===== config.mk =====
export PLATFORM = sky130hd
export DESIGN_NAME = gpio_edge_interrupt_ports_core_flat
export DESIGN_NICKNAME = d
export VERILOG_FILES = /design/src/sv/gei_pkg.sv /design/src/sv/gei_item_if.sv /design/src/sv/gei_result_if.sv /design/src/sv/gei_in_stage.sv /design/src/sv/gei_regs.sv /design/src/sv/gei_out_stage.sv /design/src/sv/gpio_edge_interrupt_ports_core.sv /design/src/flat_wrapper.sv
export SDC_FILE = /design/constraint.sdc
export NUM_CORES = 1
export LEC_CHECK = 0
export ABC_AREA = 1
export BUFFER_PORTS_ARGS = -buffer_cell sky130_fd_sc_hd__clkbuf_2
export CORE_ASPECT_RATIO = 1.75
export CORE_MARGIN = 2
export CORE_UTILIZATION = 60
export CTS_CLUSTER_DIAMETER = 100
export DETAILED_ROUTE_END_ITERATION = 8
export GPL_ROUTABILITY_DRIVEN = 0
export PLACE_DENSITY = 0.81
export SLEW_MARGIN = 10
export SYNTH_ARGS = -nofsm -noshare
export SYNTH_HDL_FRONTEND = slang
export SYNTH_SLANG_ARGS = --single-unit
export TNS_END_PERCENT = 1

===== constraint.sdc =====
create_clock -name clk -period 4.85 [get_ports clk]
set_input_delay 0.7275 -clock clk [delete_from_list [all_inputs] [get_ports clk]]
set_output_delay 0.7275 -clock clk [all_outputs]
set_load 0.02 [all_outputs]

===== src/sv/gei_pkg.sv =====
// Package for the GPIO edge interrupt port block: transaction types and codes.
// No dependencies.
`timescale 1ns / 1ps
package gei_pkg;

  localparam int LINE_COUNT = 48;
  localparam int EDGE_MAX   = 24;

  typedef logic [1:0]            opcode_t;
  typedef logic [3:0]            reg_addr_t;
  typedef logic [7:0]            byte_t;
  typedef logic [LINE_COUNT-1:0] lines_t;

  localparam opcode_t OP_READ   = 2'd0;
  localparam opcode_t OP_WRITE  = 2'd1;
  localparam opcode_t OP_SAMPLE = 2'd2;

  localparam reg_addr_t REG_PORT_FIRST  = 4'h0;
  localparam reg_addr_t REG_PORT_LAST   = 4'h5;
  localparam reg_addr_t REG_PENDING     = 4'h6;
  localparam reg_addr_t REG_PAGE_LOCK   = 4'h7;
  localparam reg_addr_t REG_PAGED_FIRST = 4'h8;
  localparam reg_addr_t REG_PAGED_LAST  = 4'hA;

  localparam logic [1:0] PAGE_POL  = 2'd1;
  localparam logic [1:0] PAGE_ENAB = 2'd2;
  localparam logic [1:0] PAGE_ID   = 2'd3;

  typedef struct packed {
    opcode_t   opcode;
    reg_addr_t reg_addr;
    byte_t     write_data;
    lines_t    pin_levels;
  } item_t;

  typedef struct packed {
    byte_t  read_data;
    lines_t pin_sink;
    logic   irq_out;
  } result_t;

endpackage


===== src/sv/gei_item_if.sv =====
// Input channel interface: valid/ready handshake plus one request transaction.
// Depends on gei_pkg.
`timescale 1ns / 1ps
interface gei_item_if;
  logic               valid;
  logic               ready;
  gei_pkg::opcode_t   opcode;
  gei_pkg::reg_addr_t reg_addr;
  gei_pkg::byte_t     write_data;
  gei_pkg::lines_t    pin_levels;

  modport source (output valid, opcode, reg_addr, write_data, pin_levels, input ready);
  modport sink   (input valid, opcode, reg_addr, write_data, pin_levels, output ready);
endinterface


===== src/sv/gei_result_if.sv =====
// Output channel interface: valid/ready handshake plus one result transaction.
// Depends on gei_pkg.
`timescale 1ns / 1ps
interface gei_result_if;
  logic            valid;
  logic            ready;
  gei_pkg::byte_t  read_data;
  gei_pkg::lines_t pin_sink;
  logic            irq_out;

  modport source (output valid, read_data, pin_sink, irq_out, input ready);
  modport sink   (input valid, read_data, pin_sink, irq_out, output ready);
endinterface


===== src/sv/gei_in_stage.sv =====
// Input register: captures one request transaction per cycle while it is empty or the result register advances.
// Depends on gei_pkg and gei_item_if.
`timescale 1ns / 1ps
module gei_in_stage (
  input  logic           clk,
  input  logic           rst,
  gei_item_if.sink       item,
  input  logic           advance,
  output logic           stage_valid,
  output gei_pkg::item_t stage_item
);
  import gei_pkg::*;

  assign item.ready = !rst && (!stage_valid || advance);

  always_ff @(posedge clk) begin
    if (rst) begin
      stage_valid <= 1'b0;
    end else if (item.ready) begin
      stage_valid <= item.valid;
    end
  end

  always_ff @(posedge clk) begin
    if (item.valid && item.ready) begin
      stage_item <= '{opcode: item.opcode, reg_addr: item.reg_addr,
                      write_data: item.write_data, pin_levels: item.pin_levels};
    end
  end
endmodule


===== src/sv/gei_regs.sv =====
// Register file and edge detector: decodes one transaction, updates state,
// forms the result from the updated state. Depends on gei_pkg.
`timescale 1ns / 1ps
module gei_regs #(
  parameter int PORT_COUNT = 6,
  parameter int EDGE_PORTS = 3
) (
  input  logic             clk,
  input  logic             rst,
  input  logic             fire,
  input  gei_pkg::item_t   item,
  output gei_pkg::result_t next_result
);
  import gei_pkg::*;

  localparam int         EDGE_LINES = 8 * EDGE_PORTS;
  localparam logic [3:0] PORT_LIMIT = 4'(PORT_COUNT);
  localparam logic [1:0] EDGE_LIMIT = 2'(EDGE_PORTS);

  lines_t                sink_latch, sink_latch_next;
  logic [1:0]            page_select, page_select_next;
  logic [5:0]            port_lock, port_lock_next;
  logic [EDGE_LINES-1:0] edge_polarity, edge_polarity_next;
  logic [EDGE_LINES-1:0] edge_enable, edge_enable_next;
  logic [EDGE_LINES-1:0] edge_pending, edge_pending_next;
  logic [EDGE_LINES-1:0] last_edge_levels, last_edge_levels_next;

  logic [EDGE_LINES-1:0] now_levels, rise, fall, hit;
  logic [EDGE_MAX-1:0]   pol_w, en_w, pend_w, paged_view;
  logic [2:0]            port, flags;
  logic [1:0]            k;
  logic [5:0]            port_base;
  logic [4:0]            k_base;
  logic                  port_ok, paged_ok;
  byte_t                 rd;

  assign port      = item.reg_addr[2:0];
  assign k         = item.reg_addr[1:0];
  assign port_base = {port, 3'b000};
  assign k_base    = {k, 3'b000};
  assign port_ok   = item.reg_addr < PORT_LIMIT;
  assign paged_ok  = (page_select != 2'd0) && (k < EDGE_LIMIT);

  assign now_levels = item.pin_levels[EDGE_LINES-1:0];
  assign rise       = now_levels & ~last_edge_levels;
  assign fall       = ~now_levels & last_edge_levels;
  assign hit        = ((rise & edge_polarity) | (fall & ~edge_polarity)) & edge_enable;

  always_comb begin
    flags = '0;
    for (int p = 0; p < EDGE_PORTS; p++) begin
      flags[p] = |edge_pending[8*p +: 8];
    end
  end

  always_comb begin
    case (page_select)
      PAGE_POL:  paged_view = EDGE_MAX'(edge_polarity);
      PAGE_ENAB: paged_view = EDGE_MAX'(edge_enable);
      PAGE_ID:   paged_view = EDGE_MAX'(edge_pending);
      default:   paged_view = '0;
    endcase
  end

  always_comb begin
    rd                    = '0;
    sink_latch_next       = sink_latch;
    page_select_next      = page_select;
    port_lock_next        = port_lock;
    pol_w                 = EDGE_MAX'(edge_polarity);
    en_w                  = EDGE_MAX'(edge_enable);
    pend_w                = EDGE_MAX'(edge_pending);
    last_edge_levels_next = last_edge_levels;
    unique case (item.opcode)
      OP_READ: begin
        unique case (item.reg_addr) inside
          [REG_PORT_FIRST:REG_PORT_LAST]: begin
            if (port_ok) rd = ~item.pin_levels[port_base +: 8];
          end
          REG_PENDING:   rd = {5'b0, flags};
          REG_PAGE_LOCK: rd = {page_select, port_lock};
          [REG_PAGED_FIRST:REG_PAGED_LAST]: begin
            if (paged_ok) rd = paged_view[k_base +: 8];
          end
          default: rd = '0;
        endcase
      end
      OP_WRITE: begin
        unique case (item.reg_addr) inside
          [REG_PORT_FIRST:REG_PORT_LAST]: begin
            if (port_ok && !port_lock[port]) sink_latch_next[port_base +: 8] = item.write_data;
          end
          REG_PAGE_LOCK: begin
            page_select_next = item.write_data[7:6];
            port_lock_next   = item.write_data[5:0];
          end
          [REG_PAGED_FIRST:REG_PAGED_LAST]: begin
            if (paged_ok) begin
              case (page_select)
                PAGE_POL:  pol_w[k_base +: 8] = item.write_data;
                PAGE_ENAB: en_w[k_base +: 8]  = item.write_data;
                PAGE_ID:   pend_w[k_base +: 8] = pend_w[k_base +: 8] & item.write_data;
                default:   pol_w = EDGE_MAX'(edge_polarity);
              endcase
            end
          end
          default: rd = '0;
        endcase
      end
      OP_SAMPLE: begin
        pend_w                = EDGE_MAX'(edge_pending | hit);
        last_edge_levels_next = now_levels;
      end
      default: rd = '0;
    endcase
  end

  assign edge_polarity_next = pol_w[EDGE_LINES-1:0];
  assign edge_enable_next   = en_w[EDGE_LINES-1:0];
  assign edge_pending_next  = pend_w[EDGE_LINES-1:0];

  assign next_result = '{read_data: rd, pin_sink: sink_latch_next,
                         irq_out: |edge_pending_next};

  always_ff @(posedge clk) begin
    if (rst) begin
      sink_latch       <= '0;
      page_select      <= '0;
      port_lock        <= '0;
      edge_polarity    <= '0;
      edge_enable      <= '0;
      edge_pending     <= '0;
      last_edge_levels <= '1;
    end else if (fire) begin
      sink_latch       <= sink_latch_next;
      page_select      <= page_select_next;
      port_lock        <= port_lock_next;
      edge_polarity    <= edge_polarity_next;
      edge_enable      <= edge_enable_next;
      edge_pending     <= edge_pending_next;
      last_edge_levels <= last_edge_levels_next;
    end
  end
endmodule


===== src/sv/gei_out_stage.sv =====
// Result register: holds one result transaction until the sink takes it.
// Depends on gei_pkg and gei_result_if.
`timescale 1ns / 1ps
module gei_out_stage (
  input  logic             clk,
  input  logic             rst,
  input  logic             stage_valid,
  input  gei_pkg::result_t next_result,
  output logic             advance,
  gei_result_if.source     result
);
  import gei_pkg::*;

  result_t held;

  assign advance = !result.valid || result.ready;

  always_ff @(posedge clk) begin
    if (rst) begin
      result.valid <= 1'b0;
    end else if (advance) begin
      result.valid <= stage_valid;
    end
  end

  always_ff @(posedge clk) begin
    if (advance && stage_valid) begin
      held <= next_result;
    end
  end

  assign result.read_data = held.read_data;
  assign result.pin_sink  = held.pin_sink;
  assign result.irq_out   = held.irq_out;
endmodule


===== src/sv/gpio_edge_interrupt_ports_core.sv =====
// Top level of the 48-line paged GPIO block with edge interrupts on lines 0..23.
// Depends on gei_pkg, gei_item_if, gei_result_if, gei_in_stage, gei_regs, gei_out_stage.
//
//   channel  dir  carries
//   item     in   opcode, reg_addr, write_data, pin_levels
//   result   out  read_data, pin_sink, irq_out
//
// One transaction per clock while the result side is not stalled.
// Input register, decode/update logic, result register: the logic between is combinational.
// Synchronous reset clears the pipeline, latches, page, locks and edge state;
// last pin levels reset to all ones.
// A stalled result holds; the input side keeps taking requests while a slot is free.
`timescale 1ns / 1ps
module gpio_edge_interrupt_ports_core #(
  parameter int PORT_COUNT = 6,
  parameter int EDGE_PORTS = 3
) (
  input logic          clk,
  input logic          rst,
  gei_item_if.sink     item,
  gei_result_if.source result
);
  import gei_pkg::*;

  logic    advance, stage_valid;
  item_t   stage_item;
  result_t next_result;

  gei_in_stage u_in (
    .clk         (clk),
    .rst         (rst),
    .item        (item),
    .advance     (advance),
    .stage_valid (stage_valid),
    .stage_item  (stage_item)
  );

  gei_regs #(
    .PORT_COUNT (PORT_COUNT),
    .EDGE_PORTS (EDGE_PORTS)
  ) u_regs (
    .clk         (clk),
    .rst         (rst),
    .fire        (stage_valid && advance),
    .item        (stage_item),
    .next_result (next_result)
  );

  gei_out_stage u_out (
    .clk         (clk),
    .rst         (rst),
    .stage_valid (stage_valid),
    .next_result (next_result),
    .advance     (advance),
    .result      (result)
  );
endmodule


===== src/flat_wrapper.sv =====
// flat-port wrapper written by rule: the top's interface ports become plain ports
module gpio_edge_interrupt_ports_core_flat import gei_pkg::*;
#(
  parameter int PORT_COUNT = 6,
  parameter int EDGE_PORTS = 3
)
  (clk, rst, item_valid, item_opcode, item_reg_addr, item_write_data, item_pin_levels, item_ready, result_valid, result_read_data, result_pin_sink, result_irq_out, result_ready);
  gei_item_if item_i ();
  gei_result_if result_i ();
  input logic clk;
  input logic rst;
  input wire logic [$bits(item_i.valid)-1:0] item_valid;
  input wire logic [$bits(item_i.opcode)-1:0] item_opcode;
  input wire logic [$bits(item_i.reg_addr)-1:0] item_reg_addr;
  input wire logic [$bits(item_i.write_data)-1:0] item_write_data;
  input wire logic [$bits(item_i.pin_levels)-1:0] item_pin_levels;
  output wire logic [$bits(item_i.ready)-1:0] item_ready;
  output wire logic [$bits(result_i.valid)-1:0] result_valid;
  output wire logic [$bits(result_i.read_data)-1:0] result_read_data;
  output wire logic [$bits(result_i.pin_sink)-1:0] result_pin_sink;
  output wire logic [$bits(result_i.irq_out)-1:0] result_irq_out;
  input wire logic [$bits(result_i.ready)-1:0] result_ready;
  assign item_i.valid = item_valid;
  assign item_i.opcode = item_opcode;
  assign item_i.reg_addr = item_reg_addr;
  assign item_i.write_data = item_write_data;
  assign item_i.pin_levels = item_pin_levels;
  assign item_ready = item_i.ready;
  assign result_valid = result_i.valid;
  assign result_read_data = result_i.read_data;
  assign result_pin_sink = result_i.pin_sink;
  assign result_irq_out = result_i.irq_out;
  assign result_i.ready = result_ready;
  gpio_edge_interrupt_ports_core #(.PORT_COUNT(PORT_COUNT), .EDGE_PORTS(EDGE_PORTS)) u_core (.clk(clk), .rst(rst), .item(item_i), .result(result_i));
endmodule

Yosys cells after proc, flatten, opt, wreduce, memory -nomap -nowiden
Cells that the tools add are included.

cells by class
  shifts and indexed selects = 8
  multipliers = 0
  reduce and logical (&&, ||, !) cells = 23
  eq/ne operators = 7
  mux-type cells = 17
  bitwise operators = 12
  add/sub/neg operators = 2
  $lt $le $gt $ge = 7
  div/mod/pow operators = 0

operators by type and width
  cell                                                   count
  two-way mux 48 bit                                     3
  bitwise AND 24 bit                                     5
  bitwise mux 24 bit                                     3
  two-way mux 24 bit                                     3
  NOT 24 bit                                             3
  case mux 24 bit (3 select lines)                       1
  bitwise mux 48 bit                                     1
  bitwise OR 24 bit                                      2
  case mux 24 bit (2 select lines)                       1
  variable shift 8 x 8 -> 48 bit (first input constant)  1
  indexed part select 24 x 6 -> 8 bit                    2
  indexed part select 48 x 7 -> 8 bit                    1
  indexed part select 8 x 7 -> 24 bit                    2
  indexed part select 8 x 8 -> 48 bit                    1
  case mux 8 bit (4 select lines)                        1
  OR reduction 24 bit                                    1
  OR reduction 8 bit                                     3
  variable shift 8 x 7 -> 24 bit (first input constant)  1
  two-way mux 8 bit                                      2
  AND reduction 5 bit                                    2
  bitwise AND 8 bit                                      1
  equality test 4 x 3 -> 1 bit (second input constant)   2
  negator 6 -> 8 bit                                     1
  NOT 8 bit                                              1
  19 further kinds                                       32

word-level totals
  bits in read-only memories = 0
  register bits = 273
  memories kept = 0
  output and inout port bits = 59
  logic and storage cells = 92
  RAM bits = 0
  latch bits = 0

Depth between registers and ports, before layout
Gate-level depths: netlist (run 1).

  depth in word-level cells = 9
  gate-level depth with buffers = 20

Cells and area by module
From an unflattened synthesis (run 1), not the netlist that was laid out.

second synthesis, totals
  cells, all modules = 1728
  area total of the unflattened synthesis = 13320.3 µm²

modules (own cells, without submodules)
  module                          instances  cells an instance  area an instance (µm²)
  gei_regs                        1          1592               9633.0
  gei_in_stage                    1          71                 1920.6
  gei_out_stage                   1          63                 1759.2
  gpio_edge_interrupt_ports_core  1          2                  7.5

Worst setup path after synthesis (run 1)
Ideal clock, no wire load.

  kind = input to register
  from = input rst
  to = register u_core.u_in.stage_item[0] (netlist name)
  data arrival time = 4.050 ns
  data required time = 4.368 ns
  stages on the path = 5
  setup time = 0.482 ns
  slack = 0.318 ns
  cell sequence = inv_1 > clkbuf_1 > clkbuf_1 > nand2_1 > nor2_1

between the ends
  word-level cells in the longest chain between the ends = 3

RTL lines
  item               RTL line            RTL
  start, declared    flat_wrapper.sv:11  input logic rst;
  zero test 1 bit    gei_in_stage.sv:14  assign item.ready = !rst && (!stage_valid || advance);
  logical AND 1 bit  gei_in_stage.sv:14
  logical AND 1 bit  gei_in_stage.sv:25  if (item.valid && item.ready) begin

Every way passes these cells.
A chain may end at the register's enable or synchronous reset.

==> results of run 1 <==
==> placed cells by master (no fill, tap or decap), types with 2 or more instances in the layout <==
cell	synthesis	final
nor2_2	9	9
clkbuf_2	0	124
o211ai_1	39	39
nor2_4	1	2
nand2_1	381	380
clkbuf_16	0	25
clkinv_2	0	2
clkbuf_1	64	6
o22ai_1	18	18
nor3_4	3	3
nand2_2	2	3
nor3_1	11	11
o21ai_0	167	167
nand3_1	67	67
bufinv_16	0	4
edfxtp_1	119	119
dfxtp_1	154	154
a221oi_1	10	10
a21oi_1	171	171
o21a_1	2	2
nor2_1	90	89
inv_1	230	228
ha_1	10	10
a22oi_1	4	4
o221ai_1	2	2
a211oi_1	7	7
nor4_1	3	3
buf_4	0	11
nand4_1	5	5
a31oi_1	9	9
o21ai_2	16	16
inv_2	8	9
clkinv_4	0	3
o21ai_1	43	43
clkinv_1	2	3
==> power breakdown <==
group,internal (mW),switching [mW]
Combinational,0.157,0.381
Clock,1.20,0.913
Sequential,2.51,0.0544
==> kinds of logic after synthesis <==
| family | share of synthesized area |
|---|---|
| and+or+nand+nor | 0.180 |
| DFF | 0.508 |
| AOI/OAI and AO/OA | 0.209 |
| adders and majority gates | 0.00955 |
| buffers and inverters | 0.0932 |
==> layer usage <==
layer / vias to the layer above / wire (µm) / global-route usage
met5: - / 0 / 0.0184
met4: 0 / 4310 / 0.299
met3: 239 / 3360 / 0.0676
met2: 710 / 19800 / 0.603
met1: 5568 / 13500 / 0.367
li1: 5732 / - / -
==> stage by stage <==
step	util	cell area (µm²)	setup slack [ps]
after global placement	0.645	13900	1690
after CTS	0.685	14700	1520
after floorplan	-	13100	318
after detailed placement	0.645	13900	1550
after global routing	0.685	14700	1220
final	0.685	14700	1360
==> flip-flops by register name (all words and copies together) (netlist names), 2 cells and up <==
| signal | cells |
|---|---|
| u_core.u_out.result.pin_sink | 48 |
| u_core.u_regs.edge_pending | 24 |
| u_core.u_in.stage_item | 62 |
| u_core.u_regs.last_edge_levels | 24 |
| u_core.u_regs.page_select | 2 |
| u_core.u_regs.edge_polarity | 24 |
| u_core.u_regs.edge_enable | 24 |
| u_core.u_regs.sink_latch | 48 |
| u_core.u_out.result.read_data | 8 |
| u_core.u_regs.port_lock | 6 |
==> area by class of cell <==
class | instances | area (µm²)
Clock buffer | 32 | 662
Clock inverter | 13 | 200
Fill cell | 1784 | 6770
Inverter | 240 | 903
Multi-Input combinational cell | 1076 | 5240
Sequential cell | 273 | 6660
Tap cell | 292 | 365
Timing Repair Buffer | 135 | 703
==> critical path: cells and delay by family (launching register included) <==
family | cells | cell delay [ps]
simple gates | 3 | 920
compound gates | 2 | 390
flops | 1 | 720
fa+ha+maj | 2 | 830
buf+inv | 3 | 510
==> path summary, 6_finish.rpt <==
| path | endpoint | startpoint | slack (ps) | cells after the start |
|---|---|---|---|---|
| hold / removal | u_core.u_in.stage_item[58]$_DFFE_PP_ | item_reg_addr[2] | 340 | 1 |
| setup / recovery | u_core.u_regs.sink_latch[38]$_SDFFE_PP0P_ | u_core.u_in.stage_item[57]$_DFFE_PP_ | 1360 | 10 |
| setup reg to reg | u_core.u_regs.sink_latch[38]$_SDFFE_PP0P_ | u_core.u_in.stage_item[57]$_DFFE_PP_ | 1360 | 10 |
| hold reg to reg | u_core.u_regs.edge_enable[13]$_SDFFE_PP0P_ | u_core.u_regs.edge_enable[13]$_SDFFE_PP0P_ | 470 | 2 |
==> results.md, run 1 <==
- Detailed Place HPWL: 28300 µm
- CP max-delay cell: edfxtp_1
- EDFF count, synth: 119
- Vias in the first global route: 11600
- Cell variety after synth: 38
- Syn_nets: 1743
- Hold Slack: 339 ps
- TritonCTS clock tree: done
- Root Driver: clkbuf_16
- Max-cap violation count: 0
- WL/cell: 19.8 µm
- Synth Cell Area: 13100 µm²
- CTS Sinks: 273
- Initial antenna violation count: 0
- RSZ-0062 raised after global routing: false
- Yosys reg bits: 273
- Share of cells above drive strength 1: 0.123
- Area grow syn2layout: 12.4%
- Initial Util: 0.610
- Outcome: completed
- N_diodes: 0
- Core Footprint: 21500 µm²
- Global-route wire length before repair: 61700 µm
- Non-filler cells, final: 2061
- Pwr Total: 5.21 mW
- Top cell type's share of synthesized area: 0.273
- Synth top area cells: edfxtp_1, dfxtp_1, nand2_1, inv_1, a21oi_1
- Startpoint types: flip-flop
- Worst path max stage delay: 720 ps
- Largest net degree at the start of global routing: 107
- Period utilization: 0.719
- Pwr dens: 354 nW/µm²
- DRT Pass-1 Iters: 8
- VDD IR max: 0.301 mV
- Drt total wl: 40900 µm
- Worst skew pair latency: 560 ps
- Crit-path cells: inv_2 > ha_1 > ha_1 > inv_1 > nor2_1 > nand4_1 > nor2_2 > o21ai_1 > o21ai_0 > inv_1
- Actual slew at the worst max-slew pin: 1050 ps
- Data required, critical path: 5300 ps
- Worst hold path class: in2reg
- Resize count post-CTS: 0
- Post-synth ARST share: 0
- Die Span Y: 200 µm
- Die area: 23100 µm²
- Cells after DPL: 2016
- Yosys warns: 0
- Post-synthesis sequential area ratio: 0.508
- Most numerous cell in the Yosys netlist: nand2_1
- Rel. slew slack: 0.297
- Top FF cell, synth: dfxtp_1
- Final nets: 1827
- Routed vias/inst: 5.94
- Clock-pin slew on the worst setup and hold paths: 70 ps
- Worst-path maximum fanout: 18
- Setup TNS: 0 ps
- Gr usage total: 0.354
- Antenna viol nets, final: 0
- Drt drc: 0
- Top cells by count, synth: nand2_1, inv_1, a21oi_1
- Post-CTS Setup Bufs: 0
- Setup CP Type: reg2reg
- IO Count: 125
- Max clock buf depth: 3
- Crit. End Element: flip-flop
- I/O Buffers: 124
- Max Freq: 0.287 GHz
- Remaining Overflow, GRT: 0
- H-tree depth: 1
- Post-synth top area cell: edfxtp_1
- Post-Syn Instances: 1667
- Total CTS buffers: 25
- Rows: 71
- Leak Pwr: 6.48 nW
- Pins Over Slew Limit: 0
- Setup violators final: 0
- Clock Skew: 11.0 ps
- Arr. time, crit path: 3930 ps
- # hold bufs at CTS: 0
- Detailed-route via count: 12200
- Final worst path period need: 3490 ps
- Violation count after the first detailed-route iteration: 1318
- Mean Syn Cell Area: 7.86 µm²
- Final Hold Vio Count: 0
- Die width: 116 µm
No activity file was read; power rests on OpenSTA's default activity.
==> run 2: changes to the inputs <==
==> constraint.sdc (replaced) <==
create_clock -name clk -period 3.55 [get_ports clk]
set_input_delay 0.5325 -clock clk [delete_from_list [all_inputs] [get_ports clk]]
set_output_delay 0.5325 -clock clk [all_outputs]
set_load 0.02 [all_outputs]
==> run 2 against run 1 <==
Compared with the run above:
- via count rose by 0.77%
- register-to-register slack got worse by 720 ps
- non-clock buffer count rose by 11
- worst hold slack got worse by 200 ps
- highest routed layer unchanged
- power rose by 37%
- clock power rose by 36%
- clock skew rose by 9.9 ps
- largest power group unchanged
- the flow now finishes with violations (DRC)
- fmax rose by 20%
- largest cell class unchanged
- first-iteration DRC count rose by 3.9%
==> results.md, run 2 (synthesis results as in run 1) <==
- Outcome: finished, violations left
- Violated checks: DRC
- Rows: 71 (unchanged)
- Critical path origin: u_core.u_in.stage_item[57]$_DFFE_PP_
- Worst hold path class: in2reg
- Pwr dens: 480 nW/µm² (+36%)
- Most common cell after layout, fill and taps aside: nand2_1
- RSZ-0062 raised after global routing: false
- Reg2reg start: u_core.u_in.stage_item[57]$_DFFE_PP_
- Setup CP Type: reg2reg
- Final nets: 1838 (+0.60%)
- H-tree depth: 1 (unchanged)
- Fin area: 14800 µm² (+0.71%)
- Most frequent cells in the layout: nand2_1, inv_1, a21oi_1
- Initial antenna violation count: 0 (unchanged)
- DP Area: 14000 µm² (+0.69%)
- Largest net degree at the start of global routing: 122 (+14%)
- I/O Buffers: 124 (unchanged)
- CP max-delay cell: nand3_1
- Non-filler cells, final: 2073 (+0.58%)
- Internal power: 5.28 mW (+37%)
- Rel. slew slack: 0.318 (+0.0216)
- Share of cells above drive strength 1: 0.128 (+0.00478)
- Reg2reg setup slack: 650 ps (-720 ps)
- Hold Slack: 142 ps (-197 ps)
- Reg power frac: 0.492 (about the same)
- Die area: 23100 µm² (unchanged)
- Logic pwr share: 0.104 (about the same)
- Worst-path maximum fanout: 18 (unchanged)
- Net Sw Frac: 0.258 (-0.000854)
- Crit-path cells: inv_2 > ha_1 > ha_1 > inv_1 > nor4_1 > nand3_1 > o21ai_0 > inv_1
- Hold Startpoint: item_pin_levels[40]
- Pre-CTS setup slack: 674 ps (-877 ps)
- Critical path's top delay family: simple AND/OR/NAND/NOR gates
- Total CTS buffers: 25 (unchanged)
- Post-CTS Setup Bufs: 0 (unchanged)
- DRT Pass-1 Iters: 9 (+1)
- Arr. time, crit path: 3200 ps (-730 ps)
- N_diodes: 0 (unchanged)
- Cells after DPL: 2027 (+0.55%)
- Area grow syn2layout: 13.2%
- Final Hold Vio Count: 0 (unchanged)
- Clock-pin slew on the worst setup and hold paths: 70 ps (about the same)
- NetSw: 1.84 mW (+36%)
- Crit. End Element: flip-flop
- Root Driver: clkbuf_16
- Max clock buf depth: 3 (unchanged)
- Remaining Overflow, GRT: 0 (unchanged)
- Period utilization: 0.818 (+0.0989)
- Drt total wl: 40700 µm (-0.39%)
- Detailed Place HPWL: 28500 µm (+0.55%)
- Vias in the first global route: 11900 (+2.3%)
- Gr usage total: 0.359 (+0.00557)
- # hold bufs at CTS: 0 (unchanged)
- Clock Skew: 20.9 ps (+9.93 ps)
- Violation count after the first detailed-route iteration: 1370 (+3.9%)
- Data required, critical path: 3850 ps (-1450 ps)
- Setup violators final: 0 (unchanged)
- Drt drc: 1 (+1)
- Initial Util: 0.610 (unchanged)
- Max-cap violation count: 0 (unchanged)
- Setup TNS: 0 ps (unchanged)
- Detailed-route via count: 12300 (+0.77%)
- Worst path max stage delay: 460 ps (-260 ps)
- Final worst path period need: 2900 ps (-584 ps)
- Worst R2R Path Depth: 8 (-2)
- Actual slew at the worst max-slew pin: 1010 ps (-39.2 ps)
- Die width: 116 µm (unchanged)
- WL/cell: 19.7 µm (-0.97%)
- Crit path depth: 8 (-2)
- Max FFs per register: 62 (unchanged)
- Startpoint types: flip-flop
- Leak Pwr: 6.54 nW (+1.0%)
- Core Footprint: 21500 µm² (unchanged)
- Clock power frac: 0.404 (about the same)
- CTS Sinks: 273 (unchanged)
- TritonCTS clock tree: done
- Die Span Y: 200 µm (unchanged)
- Most flops, register: u_core.u_in.stage_item
- Routed vias/inst: 5.95 (+0.18%)
- Capture point of the worst reg-to-reg path: u_core.u_out.result.pin_sink[7]$_DFFE_PP_
- IO Count: 125 (unchanged)
- Pins Over Slew Limit: 0 (unchanged)
- Worst skew pair latency: 560 ps (about the same)
- Antenna viol nets, final: 0 (unchanged)
- Worst Setup EP: u_core.u_out.result.pin_sink[7]$_DFFE_PP_
- Global-route wire length before repair: 63000 µm (+2.2%)
- Max Freq: 0.345 GHz (+20%)
- Final setup margin: 647 ps (-716 ps)
- Resize count post-CTS: 0 (unchanged)
- Crit path buf inv count: 3 (unchanged)
- VDD IR max: 0.496 mV (+65%)
run 2: final cells by class:
type,count,area (µm²)
Tap cell,292,365
Clock buffer,41,803
Inverter,240,903
Multi-Input combinational cell,1076,5240
Sequential cell,273,6660
Fill cell,1750,6670
Clock inverter,5,68.8
Timing Repair Buffer,146,798
run 2: power by group through the flow:
stage / Combinational (mW) / Clock [mW] / Sequential, mW
2_1_floorplan: 0.446 / 0 / 3.58
3_3_place_gp: 0.700 / 0 / 3.56
3_5_place_dp: 0.719 / 0 / 3.56
4_1_cts: 0.724 / 2.88 / 3.50
5_1_grt: 0.821 / 2.99 / 3.51
6_report: 0.743 / 2.88 / 3.50
run 2: how the worst min path moves through the flow:
stage,cells after the start,to
floorplan,2,u_core.u_regs.edge_enable[8]$_SDFFE_PP0P_
CTS,1,u_core.u_in.stage_item[26]$_DFFE_PP_
global route,1,u_core.u_in.stage_item[30]$_DFFE_PP_
global placement,2,u_core.u_regs.edge_enable[19]$_SDFFE_PP0P_
finish,1,u_core.u_in.stage_item[40]$_DFFE_PP_
detailed placement,2,u_core.u_regs.edge_enable[20]$_SDFFE_PP0P_
run 2: metrics by stage:
step	utilization	power [mW]
final	0.690	7.12
after CTS	0.690	7.10
after global routing	0.690	7.31
after floorplan	-	4.03
after detailed placement	0.649	4.28
after global placement	0.649	4.26
run 2: worst register-to-register path: stages (launching register included):
cell and delay, ps:
edfxtp_1 410, inv_2 300, ha_1 240, ha_1 290, inv_1 170, nor4_1 300
nand3_1 460, o21ai_0 390, inv_1 90
run 2: layer usage:
layer	vias to the layer above	routed length [µm]	global-route usage
met2	676	19800	0.606
met3	240	3220	0.0719
met4	0	4170	0.305
li1	5745	-	-
met5	-	0	0
met1	5682	13500	0.377
